--- src/hw/rtl/gocs_pkg.sv ---
`default_nettype none

package gocs_pkg;

    localparam int TIMER_W  = 16;
    localparam int PERIOD_W = 8;
    localparam int PHASE_W  = 2;
    localparam int CFG_IDX_W  = 1;
    localparam int CFG_DATA_W = 16;

    localparam logic [CFG_IDX_W-1:0] CFG_TIMER_PERIOD    = 1'd0;
    localparam logic [CFG_IDX_W-1:0] CFG_PERIODS_TO_MOVE = 1'd1;

    localparam logic [TIMER_W-1:0]  TIMER_PERIOD_RST    = 16'd1000;
    localparam logic [PERIOD_W-1:0] PERIODS_TO_MOVE_RST = 8'd10;
    localparam logic [TIMER_W-1:0]  TICK_MAX            = 16'hFFFF;
    localparam logic [PERIOD_W-1:0] PERIOD_MAX          = 8'hFF;

    localparam logic [PHASE_W-1:0] PH_IDLE   = 2'd0;
    localparam logic [PHASE_W-1:0] PH_WAIT   = 2'd1;
    localparam logic [PHASE_W-1:0] PH_PULSE  = 2'd2;
    localparam logic [PHASE_W-1:0] PH_SETTLE = 2'd3;

    typedef struct packed {
        logic open_sw;
        logic close_sw;
        logic tick;
    } t_item;

    typedef struct packed {
        logic                open_req;
        logic                close_req;
        logic                moving_open;
        logic                moving_close;
        logic [PHASE_W-1:0]  phase;
        logic [PERIOD_W-1:0] period_count;
        logic [TIMER_W-1:0]  tick_count;
        logic                lamp;
        logic                drv_open;
        logic                drv_close;
        logic                drv_reset;
    } t_state;

    localparam t_state STATE_RST = '{
        open_req:     1'b0,
        close_req:    1'b0,
        moving_open:  1'b0,
        moving_close: 1'b0,
        phase:        PH_IDLE,
        period_count: '0,
        tick_count:   '0,
        lamp:         1'b0,
        drv_open:     1'b0,
        drv_close:    1'b0,
        drv_reset:    1'b0
    };

endpackage

`default_nettype wire

--- src/hw/rtl/gocs_in_stage.sv ---
`default_nettype none

module gocs_in_stage
    import gocs_pkg::*;
(
    input  wire   i_clk,
    input  wire   i_rst_n,
    input  wire   i_in_valid,
    output logic  o_in_stall,
    input  wire   i_open_switch,
    input  wire   i_close_switch,
    input  wire   i_tick,
    input  wire   i_advance,
    output logic  o_valid,
    output t_item o_item
);

    logic  r_valid;
    t_item r_item;
    logic  w_accept;

    assign o_in_stall = r_valid && !i_advance;
    assign w_accept   = i_in_valid && !o_in_stall;

    always_ff @(posedge i_clk) begin
        if (!i_rst_n) begin
            r_valid <= 1'b0;
        end else if (w_accept) begin
            r_valid <= 1'b1;
        end else if (i_advance) begin
            r_valid <= 1'b0;
        end
    end

    always_ff @(posedge i_clk) begin
        if (w_accept) begin
            r_item <= '{open_sw: i_open_switch, close_sw: i_close_switch, tick: i_tick};
        end
    end

    assign o_valid = r_valid;
    assign o_item  = r_item;

endmodule

`default_nettype wire

--- src/hw/rtl/gocs_step.sv ---
`default_nettype none

module gocs_step
    import gocs_pkg::*;
(
    input  wire t_item          i_item,
    input  wire t_state         i_state,
    input  wire [TIMER_W-1:0]   i_timer_period,
    input  wire [PERIOD_W-1:0]  i_periods_to_move,
    output t_state              o_state
);

    function automatic t_state f_count(input t_state s, input logic [TIMER_W-1:0] tp);
        t_state t;
        t = s;
        if (t.tick_count >= tp) begin
            t.tick_count = '0;
            if (t.period_count != PERIOD_MAX) begin
                t.period_count = t.period_count + 8'd1;
            end
        end
        return t;
    endfunction

    always_comb begin
        t_state s;
        s = i_state;
        if (i_item.tick && s.tick_count != TICK_MAX) begin
            s.tick_count = s.tick_count + 16'd1;
        end

        // open side
        if (i_item.open_sw && !s.open_req && s.phase == PH_IDLE && !s.close_req) begin
            s.lamp         = 1'b1;
            s.open_req     = 1'b1;
            s.period_count = '0;
            s.tick_count   = '0;
        end else if (!i_item.open_sw && s.open_req && !s.moving_open) begin
            s.lamp         = 1'b0;
            s.open_req     = 1'b0;
            s.period_count = '0;
        end else if (!i_item.open_sw && s.moving_open) begin
            s.drv_open    = 1'b0;
            s.open_req    = 1'b0;
            s.moving_open = 1'b0;
            s.phase       = PH_WAIT;
            s.tick_count  = '0;
        end
        if (s.open_req && !s.moving_open) begin
            s = f_count(s, i_timer_period);
            if (s.period_count >= i_periods_to_move) begin
                s.drv_open     = 1'b1;
                s.moving_open  = 1'b1;
                s.period_count = '0;
            end
        end

        // close side
        if (i_item.close_sw && !s.close_req && s.phase == PH_IDLE && !s.open_req) begin
            s.lamp         = 1'b1;
            s.close_req    = 1'b1;
            s.period_count = '0;
            s.tick_count   = '0;
        end else if (!i_item.close_sw && s.close_req && !s.moving_close) begin
            s.lamp         = 1'b0;
            s.close_req    = 1'b0;
            s.period_count = '0;
        end else if (!i_item.close_sw && s.moving_close) begin
            s.drv_close    = 1'b0;
            s.close_req    = 1'b0;
            s.moving_close = 1'b0;
            s.phase        = PH_WAIT;
            s.tick_count   = '0;
        end
        if (s.close_req && !s.moving_close) begin
            s = f_count(s, i_timer_period);
            if (s.period_count >= i_periods_to_move) begin
                s.drv_close    = 1'b1;
                s.moving_close = 1'b1;
                s.period_count = '0;
            end
        end

        // end sequence
        case (s.phase)
            PH_WAIT: begin
                s = f_count(s, i_timer_period);
                if (s.period_count >= i_periods_to_move) begin
                    s.lamp         = 1'b0;
                    s.drv_reset    = 1'b1;
                    s.period_count = '0;
                    s.phase        = PH_PULSE;
                end
            end
            PH_PULSE: begin
                if (s.tick_count >= i_timer_period) begin
                    s.tick_count = '0;
                    s.drv_reset  = 1'b0;
                    s.phase      = PH_SETTLE;
                end
            end
            PH_SETTLE: begin
                s = f_count(s, i_timer_period);
                if (s.period_count >= i_periods_to_move) begin
                    s.period_count = '0;
                    s.phase        = PH_IDLE;
                end
            end
            default: begin
            end
        endcase

        o_state = s;
    end

endmodule

`default_nettype wire

--- src/hw/rtl/gate_open_close_sequencer.sv ---
// path: each input transaction is registered in the input stage, then its result in the state register
// throughput: one transaction per cycle while the output is not stalled, set by the combinational state update
// output stall holds the result in the state register; one item waits in the input stage
// reset (synchronous, active low): sequencer idle, all drive and lamp levels off,
// timer period 1000 ticks, 10 periods to move
`default_nettype none

module gate_open_close_sequencer
    import gocs_pkg::*;
(
    input  wire                   i_clk,
    input  wire                   i_rst_n,
    input  wire                   i_in_valid,
    output logic                  o_in_stall,
    input  wire                   i_open_switch,
    input  wire                   i_close_switch,
    input  wire                   i_tick,
    output logic                  o_out_valid,
    input  wire                   i_out_stall,
    output logic                  o_lamp_on,
    output logic                  o_drive_open,
    output logic                  o_drive_close,
    output logic                  o_drive_reset,
    output logic [PHASE_W-1:0]    o_end_phase,
    input  wire                   i_cfg_we,
    input  wire [CFG_IDX_W-1:0]   i_cfg_idx,
    input  wire [CFG_DATA_W-1:0]  i_cfg_data
);

    logic                r_out_valid;
    t_state              r_state;
    t_state              n_state;
    logic [TIMER_W-1:0]  r_timer_period;
    logic [PERIOD_W-1:0] r_periods_to_move;
    logic                w_out_free;
    logic                w_fire;
    logic                w_item_valid;
    t_item               w_item;

    assign w_out_free = !r_out_valid || !i_out_stall;
    assign w_fire     = w_item_valid && w_out_free;

    gocs_in_stage u_in (
        .i_clk          (i_clk),
        .i_rst_n        (i_rst_n),
        .i_in_valid     (i_in_valid),
        .o_in_stall     (o_in_stall),
        .i_open_switch  (i_open_switch),
        .i_close_switch (i_close_switch),
        .i_tick         (i_tick),
        .i_advance      (w_out_free),
        .o_valid        (w_item_valid),
        .o_item         (w_item)
    );

    gocs_step u_step (
        .i_item            (w_item),
        .i_state           (r_state),
        .i_timer_period    (r_timer_period),
        .i_periods_to_move (r_periods_to_move),
        .o_state           (n_state)
    );

    always_ff @(posedge i_clk) begin
        if (!i_rst_n) begin
            r_timer_period    <= TIMER_PERIOD_RST;
            r_periods_to_move <= PERIODS_TO_MOVE_RST;
        end else if (i_cfg_we) begin
            case (i_cfg_idx)
                CFG_TIMER_PERIOD:    r_timer_period    <= i_cfg_data;
                CFG_PERIODS_TO_MOVE: r_periods_to_move <= i_cfg_data[PERIOD_W-1:0];
                default: begin
                end
            endcase
        end
    end

    always_ff @(posedge i_clk) begin
        if (!i_rst_n) begin
            r_state     <= STATE_RST;
            r_out_valid <= 1'b0;
        end else begin
            if (w_fire) begin
                r_state <= n_state;
            end
            if (w_out_free) begin
                r_out_valid <= w_fire;
            end
        end
    end

    assign o_out_valid   = r_out_valid;
    assign o_lamp_on     = r_state.lamp;
    assign o_drive_open  = r_state.drv_open;
    assign o_drive_close = r_state.drv_close;
    assign o_drive_reset = r_state.drv_reset;
    assign o_end_phase   = r_state.phase;

endmodule

`default_nettype wire

--- config.mk ---
export PLATFORM = sky130hd
export DESIGN_NAME = gate_open_close_sequencer
export DESIGN_NICKNAME = d
export VERILOG_FILES = /design/src/hw/rtl/gocs_pkg.sv /design/src/hw/rtl/gocs_in_stage.sv /design/src/hw/rtl/gocs_step.sv /design/src/hw/rtl/gate_open_close_sequencer.sv
export SDC_FILE = /design/constraint.sdc
export NUM_CORES = 1
export LEC_CHECK = 0
export BUFFER_PORTS_ARGS = -buffer_cell sky130_fd_sc_hd__buf_2
export CORE_MARGIN = 2
export CORE_UTILIZATION = 25
export CTS_BUF_LIST = sky130_fd_sc_hd__clkbuf_4
export CTS_CLUSTER_SIZE = 12
export DETAILED_ROUTE_END_ITERATION = 8
export GPL_TIMING_DRIVEN = 0
export PLACE_DENSITY = 0.37
export SYNTH_ARGS = -nofsm -noshare
export SYNTH_HDL_FRONTEND = slang
export SYNTH_SLANG_ARGS = --single-unit
--- constraint.sdc ---
create_clock -name i_clk -period 12.2 [get_ports i_clk]
set_input_delay 1.22 -clock i_clk [delete_from_list [all_inputs] [get_ports i_clk]]
set_output_delay 1.22 -clock i_clk [all_outputs]
set_load 0.02 [all_outputs]
==> results of run 1 <==
==> layer usage <==
layer  vias to the layer above  GRT usage, %  share of wire (%)
met5                         -             0                  0
met4                         0         3.726                1.1
met3                        14         2.052                2.4
met2                        87         26.70                 47
met1                      2631         22.17                 50
li1                       2955             -                  -
==> state kept, by name, summed over array words and instances, names as in the netlist <==
name and flops:
o_drive_open 1, u_in.o_valid 1, u_in.o_item 3, o_end_phase 2, o_drive_reset 1, o_lamp_on 1, o_drive_close 1, o_out_valid 1
r_periods_to_move 8, r_state 28, r_timer_period 16
==> worst max-delay path by stage <==
stage	depth (start not counted)	from	slack, ns	end
final	52	r_state[13]$_SDFFE_PN0P_	0.72	r_state[26]$_SDFFE_PN0P_
after CTS	53	r_state[12]$_SDFFE_PN0P_	0.03	r_state[27]$_SDFFE_PN0P_
after detailed placement	50	r_state[12]$_SDFFE_PN0P_	-1.51	r_state[22]$_SDFFE_PN0P_
after floorplan	51	r_state[12]$_SDFFE_PN0P_	1.25	r_state[26]$_SDFFE_PN0P_
after global routing	52	r_state[13]$_SDFFE_PN0P_	-0.007	r_state[27]$_SDFFE_PN0P_
after global placement	50	r_state[12]$_SDFFE_PN0P_	-1.66	r_state[22]$_SDFFE_PN0P_
==> synthesized netlist by cell type, types with 3 or more instances <==
cell | instances | area share, %
sky130_fd_sc_hd__xor2_1 | 17 | 2.4
sky130_fd_sc_hd__and2_1 | 11 | 1.1
sky130_fd_sc_hd__a211oi_1 | 8 | 0.99
sky130_fd_sc_hd__dfxtp_1 | 60 | 20
sky130_fd_sc_hd__o21ai_2 | 4 | 0.58
sky130_fd_sc_hd__nor3_1 | 10 | 0.82
sky130_fd_sc_hd__nand3_1 | 25 | 2.1
sky130_fd_sc_hd__a22oi_1 | 16 | 2.0
sky130_fd_sc_hd__o211ai_1 | 13 | 1.6
sky130_fd_sc_hd__o2111ai_1 | 4 | 0.58
sky130_fd_sc_hd__ha_1 | 76 | 16
sky130_fd_sc_hd__o31ai_1 | 5 | 0.62
sky130_fd_sc_hd__nand4_1 | 8 | 0.82
sky130_fd_sc_hd__a31oi_1 | 10 | 1.0
sky130_fd_sc_hd__a311oi_1 | 3 | 0.43
sky130_fd_sc_hd__xnor2_1 | 14 | 2.0
sky130_fd_sc_hd__a211o_1 | 3 | 0.43
sky130_fd_sc_hd__o21ai_0 | 25 | 2.1
sky130_fd_sc_hd__nor2_1 | 87 | 5.4
sky130_fd_sc_hd__a21oi_1 | 56 | 4.6
sky130_fd_sc_hd__or2_2 | 20 | 2.1
sky130_fd_sc_hd__a211oi_2 | 3 | 0.62
sky130_fd_sc_hd__nand2_1 | 91 | 5.6
sky130_fd_sc_hd__and4_1 | 6 | 0.86
sky130_fd_sc_hd__inv_1 | 45 | 2.8
sky130_fd_sc_hd__nor2b_1 | 7 | 0.72
sky130_fd_sc_hd__and3_1 | 11 | 1.1
sky130_fd_sc_hd__or3_1 | 6 | 0.62
sky130_fd_sc_hd__mux2i_1 | 8 | 1.3
sky130_fd_sc_hd__mux2_2 | 7 | 1.3
sky130_fd_sc_hd__a21o_1 | 21 | 2.6
sky130_fd_sc_hd__nand2b_1 | 11 | 1.1
sky130_fd_sc_hd__o21a_1 | 9 | 1.1
sky130_fd_sc_hd__edfxtp_1 | 3 | 1.5
sky130_fd_sc_hd__clkbuf_1 | 23 | 1.4
==> area by class of cell <==
type | instances | area (um^2) | area share, %
antenna | 1 | 2.502 | 0.03545
tap | 324 | 405.4 | 5.744
timing repair buffer | 50 | 297.8 | 4.219
clock inverter | 5 | 35.03 | 0.4964
inverter | 47 | 176.4 | 2.500
multi-input combinational | 645 | 4647 | 65.84
buffer | 27 | 118.9 | 1.684
sequential | 63 | 1292 | 18.31
clock buffer | 11 | 82.58 | 1.170
==> through the flow <==
stage	setup WS (ns)	power (mW)	hold WS (ns)
finish	0.7216	0.4718	0.4609
detailed placement	-1.515	0.3345	0.4477
floorplan	1.246	0.2964	0.4363
global placement	-1.662	0.3355	0.4455
global route	-0.007070	0.5038	0.4974
CTS	0.02772	0.4751	0.4652
==> power by group through the flow <==
stage | sequential (mW) | clock, mW | combinational, mW
2_1_floorplan | 0.224 | 0 | 0.0722
3_3_place_gp | 0.226 | 0 | 0.110
3_5_place_dp | 0.226 | 0 | 0.109
4_1_cts | 0.221 | 0.142 | 0.112
5_1_grt | 0.223 | 0.148 | 0.133
6_report | 0.221 | 0.133 | 0.118
==> logic make-up after synthesis <==
family	share of synthesized area (%)
simple gates	25.25
xor+xnor	4.459
flops	21.20
mux	2.610
buf+inv	4.828
fa+ha+maj	15.62
compound gates	26.03
==> worst max-delay path, delay by kind of cell, from the launching register on <==
family          cells  cell delay, ns
buf+inv             3            0.37
mux                 3            1.08
compound gates     22            4.65
xor+xnor            1            0.12
fa+ha+maj           6            1.45
flops               1            0.40
simple gates       17            3.31
==> cell usage in the layout (no fill, tap or decap), types with 11 or more instances in the layout <==
cell / instances
sky130_fd_sc_hd__xor2_1: 17
sky130_fd_sc_hd__clkbuf_1: 22
sky130_fd_sc_hd__nor2_1: 84
sky130_fd_sc_hd__o211ai_1: 13
sky130_fd_sc_hd__and3_1: 11
sky130_fd_sc_hd__nand2b_1: 11
sky130_fd_sc_hd__nand3_1: 24
sky130_fd_sc_hd__xnor2_1: 14
sky130_fd_sc_hd__ha_1: 74
sky130_fd_sc_hd__a21oi_1: 55
sky130_fd_sc_hd__a22oi_1: 16
sky130_fd_sc_hd__dfxtp_1: 59
sky130_fd_sc_hd__clkbuf_4: 11
sky130_fd_sc_hd__nand2_1: 91
sky130_fd_sc_hd__or2_2: 20
sky130_fd_sc_hd__inv_1: 45
sky130_fd_sc_hd__a21o_1: 21
sky130_fd_sc_hd__and2_1: 11
sky130_fd_sc_hd__buf_4: 21
sky130_fd_sc_hd__o21ai_0: 22
sky130_fd_sc_hd__buf_2: 32
==> timing repair <==
action,CTS,global route
pin swaps,5,8
hold buffers,0,0
resized for setup,10,24
setup endpoints to repair,12,12
buffers inserted,7,12
==> run summary, run 1 <==
run status -> finished clean
Std-Cell Core Area -> 24110 um^2
data required time at the worst endpoint -> 12.55 ns
Switching Share -> 35.68%
Critical Path Fanout Max -> 9
clock latency reported for the late side of the worst-skew pair -> 0.45 ns
number of synthesized flops with an enable pin -> 3
worst min-delay path class -> reg -> reg
GR Overflow Total -> 0
Clk network pwr share -> 28.1%
final cell count without fillers -> 1173
layout filler cell count -> 2748
most used flip-flop cell after synthesis -> sky130_fd_sc_hd__dfxtp_1
actual slew at the worst max-slew pin -> 1.240 ns
Synth Register Bits -> 63
final weighted congestion in routability-driven placement -> 0.7797
clock sink count -> 63
number of nets with antenna violations after detailed routing -> 0
routed vias/inst -> 4.848
Clock transition at path regs -> 0.11 ns
total clock buffers created by CTS -> 9
via count of the first global-routing pass -> 5653
power density relative to cell area -> 66.85 nW/um^2
summed instance area of the synthesized netlist -> 6090 um^2
quantity of I/O buffers inserted on ports -> 31
remaining routing DRC violations -> 0
part of the total power dissipated in combinational logic -> 25.0%
kind of start point of the critical path -> register
worst hold endpoint -> r_periods_to_move[7]$_SDFFE_PN0P_
clock root cell -> sky130_fd_sc_hd__clkbuf_4
cell repeated most along the worst path -> sky130_fd_sc_hd__a21o_1
die height -> 160.1 um
Initial DRT Pass Iterations -> 4
post-route standard cell area excluding fillers -> 7058 um^2
H-tree depth reported by CTS -> 3
maximum number of pins on one net before global-route repair -> 12
Unique masters post-synth -> 82
initial antenna violation count -> 1
global-route wire length before repair -> 31.99 mm
leakage -> 2.953 nW
crit-path max cell delay -> 0.44 ns
FF-to-FF Start -> r_state[13]$_SDFFE_PN0P_
count of final max-slew check failures -> 0
growth of design area from synthesis to finish -> 15.90%
fraction of final layout cells with drive strength greater than 1 -> 17.45%
reg-to-reg setup timing slack -> 0.72 ns
length in cells of the worst reg-to-reg path -> 52
global-route usage over all layers -> 16.07%
Hold Path Stages -> 2
worst vdd rail ir drop -> 37.98 uV
total number of vias -> 5687
register area share after synthesis -> 21.20%
switching component of the power -> 0.1683 mW
First DRT Iteration DRCs -> 291
type of the setup path with the least slack -> reg -> reg
number of warnings printed during yosys synthesis -> 0
Hold Violations, Final -> 0
post-synthesis instance total -> 782
max-cap viol count -> 0
async set-or-reset flop fraction in the synthesized netlist -> 0%
wire per inst -> 17.39 um
initial cell density of the core -> 25.26%
Routed WL -> 20.40 mm
fraction of the core area covered by cells at the end of the flow -> 29.28%
Net count, final -> 944
relative slew slack -> 16.70%
HP Start -> r_periods_to_move[7]$_SDFFE_PN0P_
total setup violations reported at the end of the flow -> 0
slowest CP cell -> sky130_fd_sc_hd__a311oi_4
register share of total power -> 46.8%
half-perimeter wire length after placement -> 16.38 mm
average instance area after synthesis -> 7.787 um^2
data arrival at the endpoint of the critical path -> 11.83 ns
DP Area -> 6650 um^2
Net Count, Synth -> 883
final total negative setup slack -> 0 ns
post-layout minimum cycle time -> 11.48 ns
Boundary Pins -> 33
endpoint of the lowest-slack register-to-register path -> r_state[26]$_SDFFE_PN0P_
Max clock buf depth -> 2
num rows -> 57
width of the chip -> 160.1 um
internal power summed over all cells -> 0.3035 mW
number of cells after detailed placement -> 1137
timing-limited maximum frequency -> 87.12 MHz
nature of the critical path endpoint -> register
area enclosed by the die boundary -> 25620 um^2
largest clock skew in the final design -> 0.02420 ns
period utilisation layout -> 94.09%
clock tree from TritonCTS -> built
No activity file was read; power rests on OpenSTA's default activity.
==> run 2, diff against run 1 <==
Settings changed: CTS_CLUSTER_SIZE 12 to unset.
Clock period 12.2 ns to 12.8 ns, I/O delays scaled along.
==> run summary, run 2 (synthesis gave the netlist of run 1 again) <==
part of the total power dissipated in combinational logic -> 24.2% (-0.8 points)
register share of total power -> 47.4% (+0.6 points)
actual slew at the worst max-slew pin -> 1.174 ns (-0.06542 ns)
Critical Path Fanout Max -> 10 (+1)
growth of design area from synthesis to finish -> 13.56%
quantity of I/O buffers inserted on ports -> 31 (unchanged)
FF-to-FF Start -> r_state[12]$_SDFFE_PN0P_
half-perimeter wire length after placement -> 16.38 mm (unchanged)
cell repeated most along the worst path -> sky130_fd_sc_hd__a21o_1
reg-to-reg setup timing slack -> 0.89 ns (+0.17 ns)
Max clock buf depth -> 2 (unchanged)
area enclosed by the die boundary -> 25620 um^2 (unchanged)
most frequent cells in the layout -> sky130_fd_sc_hd__nand2_1, sky130_fd_sc_hd__nor2_1, sky130_fd_sc_hd__ha_1
final total negative setup slack -> 0 ns (unchanged)
max-cap viol count -> 0 (unchanged)
Clk network pwr share -> 28.4% (+0.3 points)
run status -> finished clean
leakage -> 2.914 nW (-1.3%)
Net count, final -> 935 (-0.95%)
type of the setup path with the least slack -> reg -> reg
clock tree from TritonCTS -> built
data required time at the worst endpoint -> 13.15 ns (+0.60 ns)
total number of vias -> 5644 (-0.76%)
number of nets with antenna violations after detailed routing -> 0 (unchanged)
total setup violations reported at the end of the flow -> 0 (unchanged)
clock root cell -> sky130_fd_sc_hd__clkbuf_4
wire per inst -> 17.30 um (-0.51%)
global-route usage over all layers -> 16.00% (-0.066 points)
worst min-delay path class -> reg -> reg
relative slew slack -> 21.10% (+4.4 points)
Clock transition at path regs -> 0.11 ns (about the same)
Hold Violations, Final -> 0 (unchanged)
remaining routing DRC violations -> 0 (unchanged)
count of final max-slew check failures -> 0 (unchanged)
switching component of the power -> 0.1581 mW (-6.1%)
fraction of final layout cells with drive strength greater than 1 -> 15.49% (-2.0 points)
Std-Cell Core Area -> 24110 um^2 (unchanged)
initial cell density of the core -> 25.26% (unchanged)
setup slack after layout -> 0.8880 ns (+0.1664 ns)
number of hold buffers added after CTS -> 0 (unchanged)
nature of the critical path endpoint -> register
slowest CP cell -> sky130_fd_sc_hd__o211ai_1
Initial DRT Pass Iterations -> 4 (unchanged)
critical path launch point -> r_state[12]$_SDFFE_PN0P_
layout filler cell count -> 2754 (+0.22%)
clock sink count -> 63 (unchanged)
leading cell type in the layout, fill and taps excluded -> sky130_fd_sc_hd__nand2_1
width of the chip -> 160.1 um (unchanged)
post-layout minimum cycle time -> 11.91 ns (+0.4336 ns)
GR Overflow Total -> 0 (unchanged)
power density relative to cell area -> 64.27 nW/um^2 (-3.9%)
data arrival at the endpoint of the critical path -> 12.26 ns (+0.43 ns)
period utilisation layout -> 93.06% (-1.0 points)
die height -> 160.1 um (unchanged)
maximum number of pins on one net before global-route repair -> 12 (unchanged)
worst vdd rail ir drop -> 35.89 uV (-5.5%)
initial antenna violation count -> 1 (unchanged)
kind of start point of the critical path -> register
via count of the first global-routing pass -> 5625 (-0.50%)
timing-limited maximum frequency -> 83.95 MHz (-3.6%)
internal power summed over all cells -> 0.2863 mW (-5.7%)
Boundary Pins -> 33 (unchanged)
First DRT Iteration DRCs -> 262 (-10%)
global-route wire length before repair -> 31.85 mm (-0.43%)
length in cells of the worst reg-to-reg path -> 50 (-3.8%)
largest registers -> r_state: 28 flops, r_timer_period: 16 flops, r_periods_to_move: 8 flops
crit-path max cell delay -> 0.52 ns (+0.08 ns)
register name with the most flops -> r_state
largest clock skew in the final design -> 0.02373 ns (-0.0004629 ns)
Critical Path End -> r_state[27]$_SDFFE_PN0P_
endpoint of the lowest-slack register-to-register path -> r_state[27]$_SDFFE_PN0P_
num rows -> 57 (unchanged)
pre-CTS setup slack -> -0.9149 ns (+0.6000 ns)
H-tree depth reported by CTS -> 3 (unchanged)
clock latency reported for the late side of the worst-skew pair -> 0.45 ns (about the same)
routed vias/inst -> 4.849 (about the same)
max FFs per register -> 28 (unchanged)
Switching Share -> 35.58% (-0.094 points)
total clock buffers created by CTS -> 9 (unchanged)
final weighted congestion in routability-driven placement -> 0.7797 (unchanged)
Hold Path Stages -> 2 (unchanged)
Routed WL -> 20.14 mm (-1.3%)
power consumption -> 0.4444 mW (-5.8%)
## run 2: cell types whose count changed in the layout (fill, tap and decap cells not counted), sizes merged
cell,previous run,this run
buf,54,45
## run 2: per-layer routing
| metal | GRT usage [%] | wire [um] | up-vias |
|---|---|---|---|
| li1 | - | - | 2942 |
| met1 | 22.03 | 10130 | 2619 |
| met2 | 26.60 | 9376 | 69 |
| met3 | 2.052 | 399 | 14 |
| met4 | 3.808 | 234 | 0 |
| met5 | 0 | 0 | - |
## run 2: worst min-delay path by stage
stage,from,to
CTS,r_periods_to_move[2]$_SDFFE_PN0P_,r_periods_to_move[2]$_SDFFE_PN0P_
finish,r_periods_to_move[7]$_SDFFE_PN0P_,r_periods_to_move[7]$_SDFFE_PN0P_
floorplan,r_periods_to_move[2]$_SDFFE_PN0P_,r_periods_to_move[2]$_SDFFE_PN0P_
global route,r_timer_period[12]$_SDFFE_PN0P_,r_timer_period[12]$_SDFFE_PN0P_
detailed placement,r_periods_to_move[2]$_SDFFE_PN0P_,r_periods_to_move[2]$_SDFFE_PN0P_
global placement,r_periods_to_move[6]$_SDFFE_PN0P_,r_periods_to_move[6]$_SDFFE_PN0P_
## run 2: worst max-delay path: cells and delay by family, from the launching register on
kind                     cells  cell delay, ns
adder cells (fa/ha/maj)      4            0.97
multiplexers                 1            0.37
XOR/XNOR                     1            0.12
buffers and inverters        4            0.88
AND/OR/NAND/NOR             17            3.55
AO/OA/AOI/OAI               23            5.46
flip-flops                   1            0.45
## run 2: what timing repair did
item                                    in CTS  in global routing
gates resized for setup                      4                 14
endpoints found under the setup margin      12                 12
pin swaps                                    2                  5
buffers inserted                             4                  6
## run 2: power groups by stage
| stage | Combinational, mW | Clock (mW) | Sequential, mW |
|---|---|---|---|
| floorplan | 0.0688 | 0 | 0.214 |
| global placement | 0.104 | 0 | 0.215 |
| detailed placement | 0.104 | 0 | 0.215 |
| CTS | 0.106 | 0.135 | 0.211 |
| global route | 0.122 | 0.142 | 0.212 |
| finish | 0.107 | 0.126 | 0.211 |
## run 2: final cells by class
| type | count | area (um^2) | share of cell area (%) |
|---|---|---|---|
| flip-flops and latches | 63 | 1291 | 18.67 |
| repair buffers | 41 | 230.2 | 3.329 |
| well taps | 324 | 405.4 | 5.862 |
| clock inverters | 5 | 35.03 | 0.5066 |
| diodes | 1 | 2.502 | 0.03619 |
| multi-input cells | 645 | 4573 | 66.13 |
| plain buffers | 27 | 118.9 | 1.719 |
| clock buffers | 11 | 82.58 | 1.194 |
| inverters | 47 | 176.4 | 2.551 |
## run 2: through the flow
step | instances | util (%) | area (um^2) | hold WS [ns]
floorplan | 782 | - | 6090 | 0.4363
global placement | 1137 | 27.59 | 6650 | 0.4455
detailed placement | 1137 | 27.59 | 6650 | 0.4477
CTS | 1157 | 28.31 | 6825 | 0.4652
global route | 1164 | 28.69 | 6915 | 0.4974
finish | 1164 | 28.69 | 6915 | 0.4607
==> run 3, diff against run 2 <==
Settings changed: CORE_UTILIZATION 25 to 40, PLACE_DENSITY 0.37 to 0.54, TNS_END_PERCENT set to 1.
==> run summary, run 3 (synthesis gave the netlist of run 1 again) <==
kind of start point of the critical path -> register
period utilisation layout -> 94.34% (+1.3 points)
number of nets with antenna violations after detailed routing -> 0 (unchanged)
worst min-delay path class -> reg -> reg
Routed WL -> 17.95 mm (-11%)
crit-path max cell delay -> 0.51 ns (about the same)
most frequent cells in the layout -> sky130_fd_sc_hd__nand2_1, sky130_fd_sc_hd__nor2_1, sky130_fd_sc_hd__ha_1
Initial DRT Pass Iterations -> 5 (+1)
Boundary Pins -> 33 (unchanged)
final total negative setup slack -> 0 ns (unchanged)
GR Overflow Total -> 0 (unchanged)
maximum number of pins on one net before global-route repair -> 13 (+1)
data arrival at the endpoint of the critical path -> 12.42 ns (+0.16 ns)
H-tree depth reported by CTS -> 3 (unchanged)
clock root cell -> sky130_fd_sc_hd__clkbuf_4
power density relative to cell area -> 70.42 nW/um^2 (+9.6%)
reg-to-reg setup timing slack -> 0.72 ns (-0.16 ns)
DP Area -> 6480 um^2 (-2.6%)
initial cell density of the core -> 40.51% (+15 points)
number of cells after detailed placement -> 1001 (-12%)
total setup violations reported at the end of the flow -> 0 (unchanged)
Hold Path Stages -> 2 (unchanged)
Hold Violations, Final -> 0 (unchanged)
clock tree from TritonCTS -> built
fraction of the core area covered by cells at the end of the flow -> 44.80% (+16 points)
max FFs per register -> 28 (unchanged)
width of the chip -> 127.4 um (-20%)
leading cell type in the layout, fill and taps excluded -> sky130_fd_sc_hd__nand2_1
Clock transition at path regs -> 0.11 ns (about the same)
timing-limited maximum frequency -> 82.81 MHz (-1.4%)
worst vdd rail ir drop -> 54.24 uV (+51%)
post-layout minimum cycle time -> 12.08 ns (+0.1638 ns)
Critical Path Fanout Max -> 9 (-1)
total number of vias -> 5953 (+5.5%)
HP Start -> r_timer_period[2]$_SDFFE_PN0P_
Net count, final -> 933 (-0.21%)
area enclosed by the die boundary -> 16230 um^2 (-37%)
run status -> finished clean
clock sink count -> 63 (unchanged)
Max clock buf depth -> 2 (unchanged)
power consumption -> 0.4743 mW (+6.7%)
die height -> 127.4 um (-20%)
final weighted congestion in routability-driven placement -> 0.9017 (+16%)
endpoint of the lowest-slack register-to-register path -> r_state[26]$_SDFFE_PN0P_
final cell count without fillers -> 1026 (-12%)
post-route standard cell area excluding fillers -> 6735 um^2 (-2.6%)
num rows -> 45 (-21%)
length in cells of the worst reg-to-reg path -> 50 (unchanged)
data required time at the worst endpoint -> 13.15 ns (about the same)
clock latency reported for the late side of the worst-skew pair -> 0.44 ns (about the same)
FF-to-FF Start -> r_state[12]$_SDFFE_PN0P_
remaining routing DRC violations -> 0 (unchanged)
global-route wire length before repair -> 28.50 mm (-11%)
layout filler cell count -> 1551 (-44%)
routed vias/inst -> 5.802 (+20%)
critical path launch point -> r_state[12]$_SDFFE_PN0P_
register name with the most flops -> r_state
setup slack after layout -> 0.7241 ns (-0.1638 ns)
half-perimeter wire length after placement -> 14.59 mm (-11%)
worst hold endpoint -> r_timer_period[2]$_SDFFE_PN0P_
global-route usage over all layers -> 22.23% (+6.2 points)
wire per inst -> 17.49 um (+1.1%)
total clock buffers created by CTS -> 9 (unchanged)
Std-Cell Core Area -> 15030 um^2 (-38%)
quantity of I/O buffers inserted on ports -> 31 (unchanged)
final worst hold slack -> 0.4674 ns (+0.006675 ns)
leakage -> 2.921 nW (+0.24%)
slowest CP cell -> sky130_fd_sc_hd__a2bb2oi_1
largest registers -> r_state: 28 flops, r_timer_period: 16 flops, r_periods_to_move: 8 flops
actual slew at the worst max-slew pin -> 0.9901 ns (-0.1843 ns)
fraction of final layout cells with drive strength greater than 1 -> 14.81% (-0.68 points)
max-cap viol count -> 0 (unchanged)
largest clock skew in the final design -> 0.01410 ns (-0.009637 ns)
First DRT Iteration DRCs -> 520 (+98%)
nature of the critical path endpoint -> register
count of final max-slew check failures -> 0 (unchanged)
growth of design area from synthesis to finish -> 10.60%
via count of the first global-routing pass -> 5670 (+0.80%)
cell repeated most along the worst path -> sky130_fd_sc_hd__a21o_1
type of the setup path with the least slack -> reg -> reg
pre-CTS setup slack -> -0.6939 ns (+0.2211 ns)
initial antenna violation count -> 1 (unchanged)
relative slew slack -> 33.48% (+12 points)
==> run 3: changes by cell type in the layout (fill, tap and decap cells not counted), moves of 2 or more <==
cell                        change
sky130_fd_sc_hd__buf_4          -2
sky130_fd_sc_hd__bufinv_16      +2
sky130_fd_sc_hd__clkbuf_4       -2
sky130_fd_sc_hd__nor2_2         +2
sky130_fd_sc_hd__nor2_4         -2
==> run 3: area by class of cell <==
class	count	area (um^2)	share of cell area (%)
inverter	47	176.4	2.619
tap	188	235.2	3.492
clock inverter	7	96.34	1.430
multi-input combinational	645	4533	67.30
clock buffer	9	67.56	1.003
sequential	63	1291	19.17
buffer	27	117.6	1.746
timing repair buffer	39	215.2	3.195
antenna	1	2.502	0.03715
==> run 3: repair_timing <==
action | 4_1_cts | 5_1_grt
resized for setup | 2 | 6
pin swaps | 2 | 4
setup endpoints to repair | 12 | 12
setup buffers | 4 | 4
hold buffers | 0 | 0
cloned | 0 | 0
==> run 3: power breakdown <==
part / switching [mW] / internal, mW / total, mW
clock: 0.0797 / 0.0797 / 0.159
combinational: 0.0674 / 0.0367 / 0.104
sequential: 0.00618 / 0.205 / 0.211
total: 0.153 / 0.321 / 0.474
==> run 3: how the worst max path moves through the flow <==
stage                                          end  slack [ns]
after floorplan           r_state[26]$_SDFFE_PN0P_        1.85
after global placement    r_state[26]$_SDFFE_PN0P_       -0.55
after detailed placement  r_state[26]$_SDFFE_PN0P_       -0.69
after CTS                 r_state[26]$_SDFFE_PN0P_         0.1
after global routing      r_state[27]$_SDFFE_PN0P_       -0.01
final                     r_state[26]$_SDFFE_PN0P_        0.72
==> run 3: critical path: cells and delay by family, from the launching register on <==
kind	cells	cell delay, ns
AND/OR/NAND/NOR	17	3.27
adder cells (fa/ha/maj)	5	1.23
multiplexers	2	0.76
buffers and inverters	2	0.23
AO/OA/AOI/OAI	22	5.79
flip-flops	1	0.42
XOR/XNOR	2	0.28
==> run 3: routing by layer <==
| layer | track usage, % | share of wire, % |
|---|---|---|
| met1 | 28.43 | 45 |
| met2 | 37.18 | 47 |
| met3 | 3.476 | 4.7 |
| met4 | 9.567 | 3.2 |
| met5 | 0 | 0 |
